## config.mk

```make
export PLATFORM = sky130hd
export DESIGN_NAME = bpf_front
export DESIGN_NICKNAME = d
export VERILOG_FILES = /design/src/rtl/bpf_pkg.sv /design/src/rtl/bpf_front.sv
export SDC_FILE = /design/constraint.sdc
export NUM_CORES = 1
export LEC_CHECK = 0
export BUFFER_PORTS_ARGS = -buffer_cell sky130_fd_sc_hd__buf_2
export CAP_MARGIN = 20
export CORE_ASPECT_RATIO = 2
export CORE_MARGIN = 1.5
export CORE_UTILIZATION = 35
export CTS_BUF_LIST = sky130_fd_sc_hd__clkbuf_4
export CTS_CLUSTER_SIZE = 25
export DETAILED_ROUTE_END_ITERATION = 10
export SLEW_MARGIN = 20
export SYNTH_ARGS = -nofsm -noshare
export SYNTH_HDL_FRONTEND = slang
export SYNTH_SLANG_ARGS = --single-unit
export TNS_END_PERCENT = 50
```

## constraint.sdc

```tcl
create_clock -name clk -period 14.8 [get_ports clk]
set_input_delay 2.96 -clock clk [delete_from_list [all_inputs] [get_ports clk]]
set_output_delay 2.96 -clock clk [all_outputs]
set_load 0.01 [all_outputs]
```

## src/rtl/bpf_pkg.sv

```systemverilog
`default_nettype none
package bpf_pkg;

    typedef enum logic [2:0] {
        OP_MOVE  = 3'd0,
        OP_LINE  = 3'd1,
        OP_CURVE = 3'd2,
        OP_CURVV = 3'd3,
        OP_CURVY = 3'd4,
        OP_RECT  = 3'd5
    } opcode_t;

    localparam logic [15:0] STEP_RESET = 16'd3277;

    // Fraction bits of the curve parameter; the 16-bit step field fixes it.
    localparam int FRAC_BITS = 16;

    // Command handed from the front end to the back end.
    typedef struct packed {
        opcode_t            op;
        logic signed [31:0] ax;
        logic signed [31:0] ay;
        logic signed [31:0] bx;
        logic signed [31:0] by;
        logic signed [31:0] ex;
        logic signed [31:0] ey;
    } cmd_t;

    typedef struct packed {
        logic signed [31:0] x;
        logic signed [31:0] y;
        logic               start;
        logic               last;
    } point_t;

endpackage
`default_nettype wire

```

## src/rtl/bpf_front.sv

```systemverilog
`default_nettype none
module bpf_front #(
    parameter int QDEPTH = 2
) (
    input  wire  logic           clk,
    input  wire  logic           rst_n,
    input  wire  logic           in_valid,
    output logic                 in_ready,
    input  wire  bpf_pkg::cmd_t  in_cmd,
    output logic                 cmd_valid,
    input  wire  logic           cmd_ready,
    output bpf_pkg::cmd_t        cmd
);
    localparam int AW = (QDEPTH > 1) ? $clog2(QDEPTH) : 1;

    bpf_pkg::cmd_t  mem_reg [QDEPTH];
    logic [AW-1:0]  wp_reg, rp_reg;
    logic [AW:0]    cnt_reg;
    logic           push, pop, legal;

    // Unknown opcodes are dropped here and never reach the back end.
    assign legal     = (in_cmd.op inside {bpf_pkg::OP_MOVE, bpf_pkg::OP_LINE,
                        bpf_pkg::OP_CURVE, bpf_pkg::OP_CURVV, bpf_pkg::OP_CURVY,
                        bpf_pkg::OP_RECT});
    assign in_ready  = (cnt_reg != (AW+1)'(QDEPTH));
    assign push      = in_valid && in_ready && legal;
    assign cmd_valid = (cnt_reg != '0);
    assign pop       = cmd_valid && cmd_ready;
    assign cmd       = mem_reg[rp_reg];

    always_ff @(posedge clk)
    begin
        if (push)
        begin
            mem_reg[wp_reg] <= in_cmd;
        end
    end

    always_ff @(posedge clk or negedge rst_n)
    begin
        if (!rst_n)
        begin
            wp_reg  <= '0;
            rp_reg  <= '0;
            cnt_reg <= '0;
        end
        else
        begin
            if (push)
            begin
                wp_reg <= (wp_reg == AW'(QDEPTH-1)) ? '0 : wp_reg + 1'b1;
            end
            if (pop)
            begin
                rp_reg <= (rp_reg == AW'(QDEPTH-1)) ? '0 : rp_reg + 1'b1;
            end
            cnt_reg <= cnt_reg + (AW+1)'(push) - (AW+1)'(pop);
        end
    end
endmodule
`default_nettype wire

```

# Word level (Yosys, flattened, before mapping)
# Memories as Yosys holds them, arrays and structs flattened.
# Index checks and enable logic that the tools add are counted.
word_totals:
  reg_bits: 4
  elab_cells: 24
  memories: 1
  ramBits: 390
  output_inout_bits: 197
  input_bits: 199
classes:
  mux: 4
  add_sub_neg: 4
  reduce_logical: 6
  n_eq_ne: 6
memory_table:
  columns: ["memory", "depth", "width", "rd", "rd_clocked_by_memory_dff", "wr", "line", "rtl"]
  rows:
  - ["mem_reg", 2, 195, 1, 0, 1, "bpf_front.sv:16", "bpf_pkg::cmd_t mem_reg [QDEPTH];"]
op_table:
  columns: ["op", "count"]
  rows:
  - ["== test 3 x 2 -> 1 bit (second input constant)", 2]
  - ["== test 3 bit (second input constant)", 2]
  - ["nonzero test 6 bit", 1]
  - ["two-way mux 1 bit", 4]
  - ["== test 3 x 1 -> 1 bit (second input constant)", 1]
  - ["logical AND 1 bit", 3]
  - ["zero test 3 bit", 1]
  - ["adder 1 bit (second input constant)", 2]
  - ["adder 2 x 1 -> 2 bit", 1]
  - ["!= test 2 bit (second input constant)", 1]
  - ["nonzero test 2 bit", 1]
  - ["subtractor 2 x 1 -> 2 bit", 1]

# Depth between registers and ports, before layout
# Gate-level depths: netlist (run 1).
depth:
  depth_word: 5
  ltp_mapped: 7
  mapped_depth_nobuf: 7

# Worst setup path after synthesis (run 1)
# Ideal clock, no wire load.
synth_timing:
  path_type: "input -> register"
  from: "in in_cmd[194] (netlist name)"
  to: "mem mem_reg[0][0] (netlist name), enable pin"
  setup_slack_ns: 2.778
  setup_ns: 0.754
  n_path_buf: 0
  path_stages: 3
  required_time_ns: 14.046
  arrival_ns: 11.268
  path_cell_list: "nand2_1 nand3_1 nor2_1"
synth_between:
  elab_chain_len: 5
  word_cells_on_any_way: 10
  classes_between: "eq/ne (5); mux (2); reduce/logical (3)"
synth_rtl:
  columns: ["element", "line", "rtl"]
  rows:
  - ["from (decl)", "bpf_front.sv:9", "input wire bpf_pkg::cmd_t in_cmd,"]
  - ["== test 3 x 1 -> 1 bit (tied with other cells)", "bpf_front.sv:22", "assign legal = (in_cmd.op inside {bpf_pkg::OP_MOVE, bpf_pkg::OP_LINE,"]
  - ["nonzero test 6 bit (*)", "bpf_front.sv:22", null]
  - ["logical AND 1 bit (*)", "bpf_front.sv:26", "assign push = in_valid && in_ready && legal;"]
  - ["two-way mux 1 bit (*)", "bpf_front.sv:33", "if (push)"]
  - ["two-way mux 1 bit (not written as such) (*)", "bpf_front.sv:35", "mem_reg[wp_reg] <= in_cmd;"]
  - ["to (decl)", "bpf_front.sv:16", null]
# Every way passes the cells marked *; elsewhere a longest branch is shown, timed or not.

==> results of run 1 <==
[critical path, delay by kind of cell (launching register included)]
kind / cells / cell delay, ns
DFF: 1 / 1.06
buffers and inverters: 3 / 0.95
muxes: 1 / 0.40
[final cells by class]
class	instances	area [µm²]
antenna	5	12.5
clock buffer	126	946
clock inverter	32	171
fill	3737	23200
inverter	2	7.51
multi-input combinational	208	2830
sequential	394	11800
tap	540	676
timing repair buffer	403	2070
[worst paths after layout]
path	startpoint	slack (ns)	endpoint	cells after the start
setup / recovery	rp_reg$_DFFE_PN0P_	8.37	cmd[175]	4
hold / removal	cnt_reg[1]$_DFF_PN0_	0.51	cnt_reg[1]$_DFF_PN0_	1
setup reg to reg	cnt_reg[0]$_DFF_PN0_	11.58	mem_reg[0][96]$_DFFE_PP_	5
hold reg to reg	cnt_reg[1]$_DFF_PN0_	0.51	cnt_reg[1]$_DFF_PN0_	1
max in group asynchronous	rst_n	12.65	rp_reg$_DFFE_PN0P_	1
min in group asynchronous	rst_n	2.01	cnt_reg[0]$_DFF_PN0_	1
[cells in the final DEF, fill, tap and decap left out]
cell type / Yosys / routed
or2_2: 1 / 1
inv_1: 2 / 2
bufinv_16: 0 / 1
clkinv_1: 0 / 23
clkinv_4: 0 / 4
buf_4: 0 / 6
clkinvlp_4: 0 / 1
clkinv_2: 0 / 1
xor2_1: 1 / 1
and2_1: 1 / 1
mux2_2: 55 / 55
ha_1: 2 / 2
dfrtp_4: 0 / 1
clkbuf_4: 0 / 126
nor2_4: 0 / 2
nand2b_1: 1 / 1
inv_2: 0 / 2
nand2_1: 1 / 1
buf_12: 0 / 1
dfrtp_1: 4 / 3
buf_16: 0 / 1
buf_2: 5 / 395
diode_2: 0 / 5
xnor2_1: 3 / 3
mux2_4: 140 / 140
nand3_1: 1 / 1
edfxtp_1: 390 / 390
[metrics by stage]
stage                     hold WS [ns]  setup WS (ns)  util [%]  power, W
final                            0.515           8.37      44.4   0.00342
after global routing             0.520           8.16      44.3   0.00360
after CTS                        0.510           8.32      44.3   0.00350
after detailed placement         0.493           8.90      41.6   0.00265
after global placement           0.484           8.99      41.6   0.00264
after floorplan                  0.460           2.78         -   0.00234
[power by group through the flow]
stage	Sequential [W]	Clock, W	Combinational (W)
floorplan	0.00158	0	0.000754
global placement	0.00156	0	0.00107
detailed placement	0.00157	0	0.00108
CTS	0.00155	0.000863	0.00108
global route	0.00156	0.000905	0.00113
finish	0.00154	0.000820	0.00106
[routing by layer]
metal | vias to the layer above | track usage [%] | part of all wire [%] | wire, µm
met3 | 76 | 4.24 | 6.6 | 2100
met1 | 3702 | 12.7 | 32 | 10200
met2 | 306 | 27.5 | 58 | 18600
met5 | - | 0 | 0.11 | 34
li1 | 3506 | - | - | -
met4 | 6 | 7.73 | 3.2 | 1040
[cell families after synthesis]
group / after synthesis / share of synthesized area, %
muxes: 195 / 18.3
xor gates and xnor gates: 4 / 0.236
adders and majority gates: 2 / 0.168
buffers and inverters: 24 / 1.51
DFF: 394 / 79.5
and+or+nand+nor: 7 / 0.236
==> summary.md, run 1 <==
| Metric | Value |
|---|---|
| Layout cells sized above 1 | around 63% |
| Hold bufs inserted after CTS | 0 |
| Initial Util | between 30% and 40% |
| EDFF count, synth | 390 |
| Overall routing resource usage | between 10% and 20% |
| CTS Sinks | between 300 and 400 |
| Internal Pwr Total | roughly 0.0024 W |
| Final setup violation count | 0 |
| Cell variety after synth | 16 |
| Crit path max fanout | 90 |
| PwrDens | between 150 and 200 mW/mm² |
| Critical-path cell list | buf_12 -> buf_16 -> mux2_2 -> buf_2 |
| Final hold vios | 0 |
| Status | finished, final reports clean |
| Std-Cell Rows | approximately 110 |
| GRT Residual Overflow | 0 |
| CP arrival | approximately 3.5 ns |
| Switch Pwr | a little over 0.001 W |
| Post-CTS Setup Bufs | 0 |
| Top Ports | between 300 and 400 |
| Die Span X | between 100 and 150 µm |
| Fraction of the yosys area taken by sequential cells | between 70% and 80% |
| DIE AREA | 0.0438 mm² |
| Maximum VDD drop | between 0.1 and 0.15 mV |
| CTS resizes | 0 |
| DP Wirelength | between 20 and 25 mm |
| Root Driver | clkbuf_4 |
| Clock transition at the registers of the reported paths | ~0.070 ns |
| Final Cell Area | approximately 0.019 mm² |
| RSZ-0062 raised after global routing | no |
| Placed Instances | about 1500 |
| Vias in the first global route | approximately 8300 |
| Count leader, synth | edfxtp_1 |
| Drt total wl | 32.0 mm |
| Top FF cell, synth | edfxtp_1 |
| Placed instance area | 0.0174 mm² |
| Comb pwr share | ~31% |
| Sw frac | 29.8% |
| CP Data Required Time | around 12 ns |
| Synth Register Bits | slightly below 400 |
| Worst Tran Pin Value | around 1.1 ns |
| Async set-reset flop share out of synthesis | approximately 1.0% |
| Non-Filler Instances | between 1500 and 2000 |
| Synth top area cells | edfxtp_1, mux2_4, mux2_2 |
| Routability Congestion | between 0.7 and 0.8 |
| Tcrit/Tclk final | between 40% and 50% |
| Largest net degree at the start of global routing | 147 |
| Yosys warns | 0 |
| CP Class | flop to output pin |
| Fin. max-slew vios | 0 |
| Synth top area share | slightly below 80% |
| Max reg flops | just under 400 |
| TritonCTS clock tree | done |
| H-tree levels | 3 |
| Cell Area, Synth | roughly 0.015 mm² |
| Sequential Power Share | ~45% |
| Max_cap viols | 0 |
| Gate count of the mapped netlist | about 630 |
| DR iter-0 viols | 217 |
| Clk buf depth | 3 |
| Leading area contributor after synthesis | edfxtp_1 |
| Synthesized net count | 827 |
| Top cells by count, synth | edfxtp_1, mux2_4, mux2_2 |
| DRC Markers | 0 |
| Crit path largest cell delay | about 1.1 ns |
| Max-Slew Margin vs Limit | 25.8% |
| Area Growth Syn to Fin | 24.8% |
| Vias/cell | about 4.4 |
| Core box area | ~0.042 mm² |
| Total Neg Setup Slack | 0 ns |
| Global-route wire length before repair | 45.8 mm |
| Die H | slightly below 300 µm |
| Max Clock Freq | between 150 and 200 MHz |
| Final #Nets | ~1300 |
| Final ANT Viol Nets | 0 |
| Clock skew | ~0.043 ns |
| Avg Cell Area, Syn | 23.7 µm² |
| Startpoint types | flop |
| CTS Buf Count | 88 |
| Min Tclk post-route | between 6 and 7 ns |
| Detailed-route via count | 7596 |
| Port Buffers | roughly 400 |
| Critical path's slowest cell | dfrtp_4 |
| Clock Power Share | roughly a quarter |
| Wire per inst | about 19 µm |
| Clock Latency Late Sink | roughly 0.74 ns |
| TritonRoute pass-1 iters | 5 |
| Initial antenna violation count | 7 |
| Leakage | ~7.3 nW |
| Hold Path Class | flop to flop |
| Worst setup EP type | output pin |
Note: power is estimated with default switching activity, not from simulation.
==> run 2: changes to the inputs <==
- clock period: 14.8 -> 6.29 ns (I/O delays scaled with it)
==> run 2 against run 1 <==
Sequential power is 130% higher. Clock skew shrank 0.0088 ns. Total power up 140%. Design area increased by 0.40%. Non-clock buffer count decreased by 1. First-iteration DRC count grew 15%. Cell count up 0.47%. Critical path type unchanged. Largest cell class unchanged.
==> summary.md, run 2 (same netlist as run 1, synthesis figures left out) <==
| Metric | Value |
|---|---|
| Worst setup EP type | output pin (unchanged) |
| Max Clock Freq | 241 MHz |
| Fin. max-slew vios | 0 (unchanged) |
| Final ANT Viol Nets | 0 (unchanged) |
| Internal Pwr Total | 0.00571 W (was 0.00240 W) |
| Vias/cell | 4.43 (was 4.44) |
| Hold Path Class | input pin to async pin (was flop to flop) |
| Crit path max fanout | 80 (was 90) |
| Leakage | 7.36 nW (was 7.32 nW) |
| Core box area | 0.0418 mm² (unchanged) |
| CTS resizes | 0 (unchanged) |
| Crit path largest cell delay | 0.91 ns (was 1.06 ns) |
| Area Growth Syn to Fin | 25.3% (was 24.8%) |
| Most common cell after layout, fill and taps aside | buf_2 (unchanged) |
| TritonRoute pass-1 iters | 4 (was 5) |
| H-tree levels | 3 (unchanged) |
| Final #Nets | 1297 (was 1298) |
| Top Ports | 396 (unchanged) |
| Min Tclk post-route | approximately 4.2 ns |
| Non-Filler Instances | 1718 (was 1710) |
| Reg-to-Reg End | mem_reg[1][39]$_DFFE_PP_ (was mem_reg[0][96]$_DFFE_PP_) |
| Port Buffers | 395 (unchanged) |
| DP Wirelength | 21.0 mm (was 21.3 mm) |
| Clk buf depth | 3 (unchanged) |
| DR iter-0 viols | 250 (was 217) |
| Largest net degree at the start of global routing | 118 (was 147) |
| Comb pwr share | 30.8% (was 30.9%) |
| Status | finished, final reports clean (unchanged) |
| Routability Congestion | 0.754 (was 0.709) |
| Placed Instances | 1546 (unchanged) |
| Maximum VDD drop | 0.399 mV (was 0.115 mV) |
| Critical-path cell list | buf_12 -> mux2_2 -> buf_2 (was buf_12 -> buf_16 -> mux2_2 -> buf_2) |
| Max_cap viols | 0 (unchanged) |
| Max-Slew Margin vs Limit | 32.2% (was 25.8%) |
| R2R setup slack | 3.76 ns (was 11.58 ns) |
| CTS Sinks | 394 (unchanged) |
| Clock transition at the registers of the reported paths | 0.07 ns (about the same) |
| Clock Latency Late Sink | 0.74 ns (about the same) |
| Worst Tran Pin Value | 1.02 ns (was 1.11 ns) |
| Tcrit/Tclk final | between 60% and 70% |
| Initial antenna violation count | 13 (was 7) |
| RSZ-0062 raised after global routing | no (unchanged) |
| PwrDens | 435 mW/mm² (was 185 mW/mm²) |
| Hold bufs inserted after CTS | 0 (unchanged) |
| TritonCTS clock tree | done (unchanged) |
| Layout cells sized above 1 | 63.8% (was 63.3%) |
| R2R Path Start | cnt_reg[1]$_DFF_PN0_ (was cnt_reg[0]$_DFF_PN0_) |
| GRT Residual Overflow | 0 (unchanged) |
| Switch Pwr | 0.00239 W (was 0.00102 W) |
| Worst hold slack | 0.324 ns (was 0.515 ns) |
| Clock Power Share | 24.6% (was 24.0%) |
| Clock skew | 0.0340 ns (was 0.0427 ns) |
| Root Driver | clkbuf_4 (unchanged) |
| Global-route wire length before repair | 45.8 mm (about the same) |
| Initial Util | 35.5% (unchanged) |
| Std-Cell Rows | 106 (unchanged) |
| Sw frac | 29.5% (was 29.8%) |
| Sequential Power Share | 44.6% (was 45.1%) |
| Wire per inst | 18.4 µm (was 18.7 µm) |
| DIE AREA | 0.0438 mm² (unchanged) |
| CP Data Required Time | 5.03 ns (was 11.84 ns) |
| Vias in the first global route | 8242 (was 8278) |
| Critical path's slowest cell | dfrtp_4 (unchanged) |
| Die Span X | 149 µm (unchanged) |
| CP arrival | 2.89 ns (was 3.47 ns) |
| DRC Markers | 0 (unchanged) |
| Post-CTS Setup Bufs | 0 (unchanged) |
| End of the critical path | cmd[192] (was cmd[175]) |
| Critical Path Source | rp_reg$_DFFE_PN0P_ (unchanged) |
| Detailed-route via count | 7603 (was 7596) |
| Die H | 294 µm (unchanged) |
| CP Class | flop to output pin (unchanged) |
| Startpoint types | flop (unchanged) |
| CTS Buf Count | 88 (unchanged) |
| Final hold vios | 0 (unchanged) |
| Overall routing resource usage | 14.1% (was 14.2%) |
| Drt total wl | 31.5 mm (was 32.0 mm) |
| Final setup violation count | 0 (unchanged) |
| Most frequent cells in the layout | buf_2, edfxtp_1, mux2_4 (unchanged) |
| Worst R2R Path Depth | 4 (was 5) |
| Max reg flops | 390 (unchanged) |
-- run 2: cell types whose count changed in the layout (fill, tap and decap cells not counted), moves of 3 or more --
| cell | delta |
|---|---|
| clkbuf_4 | +11 |
| clkinv_1 | -6 |
| diode_2 | +6 |
| buf_12 | +3 |
| buf_4 | -3 |
-- run 2: per-stage QoR --
stage | util, % | setup TNS [ns] | worst slack (ns) | total power (W) | area [µm²]
after floorplan | - | -293.26 | -0.752 | 0.00543 | 14900
after global placement | 41.7 | 0 | 2.88 | 0.00619 | 17400
after detailed placement | 41.7 | 0 | 2.81 | 0.00624 | 17400
after CTS | 44.5 | 0 | 2.00 | 0.00828 | 18600
after global routing | 44.5 | 0 | 1.97 | 0.00853 | 18600
final | 44.5 | 0 | 2.14 | 0.00810 | 18600
-- run 2: worst max-delay path, delay by kind of cell, from the launching register on --
kind                   cells  cell delay (ns)
flip-flops                 1             0.91
buffers and inverters      2             0.65
multiplexers               1             0.44
-- run 2: power by group through the flow --
stage / Clock [W] / Sequential, W / Combinational [W]
5_1_grt: 0.00220 / 0.00365 / 0.00267
3_3_place_gp: 0 / 0.00365 / 0.00254
4_1_cts: 0.00209 / 0.00362 / 0.00257
6_report: 0.00199 / 0.00361 / 0.00250
2_1_floorplan: 0 / 0.00365 / 0.00178
3_5_place_dp: 0 / 0.00368 / 0.00256
-- run 2: metal layers --
metal  vias up  routed length, µm  track usage, %  part of all wire (%)
li1       3511                  -               -                     -
met2       326              17900            26.6                    57
met5         -                 38               0                  0.12
met3        73               2500            5.00                   7.9
met4         6               1290            8.91                   4.1
met1      3687               9770            12.3                    31
-- run 2: how the worst min path moves through the flow --
| stage | endpoint | slack, ns | cells past startpoint |
|---|---|---|---|
| 6_report | cnt_reg[0]$_DFF_PN0_ | 0.32 | 1 |
| 5_1_grt | cnt_reg[0]$_DFF_PN0_ | 0.23 | 1 |
| 4_1_cts | cnt_reg[0]$_DFF_PN0_ | 0.21 | 1 |
| 3_5_place_dp | cnt_reg[0]$_DFF_PN0_ | 0.50 | 1 |
| 3_3_place_gp | cnt_reg[1]$_DFF_PN0_ | 0.48 | 1 |
| 2_1_floorplan | cnt_reg[1]$_DFF_PN0_ | 0.46 | 1 |
-- run 2: final cells by class --
class / count / area [µm²]
antenna: 11 / 27.5
tap: 540 / 676
multi-input combinational: 208 / 2830
fill: 3731 / 23200
clock inverter: 24 / 138
clock buffer: 137 / 1030
timing repair buffer: 402 / 2080
sequential: 394 / 11800
inverter: 2 / 7.51
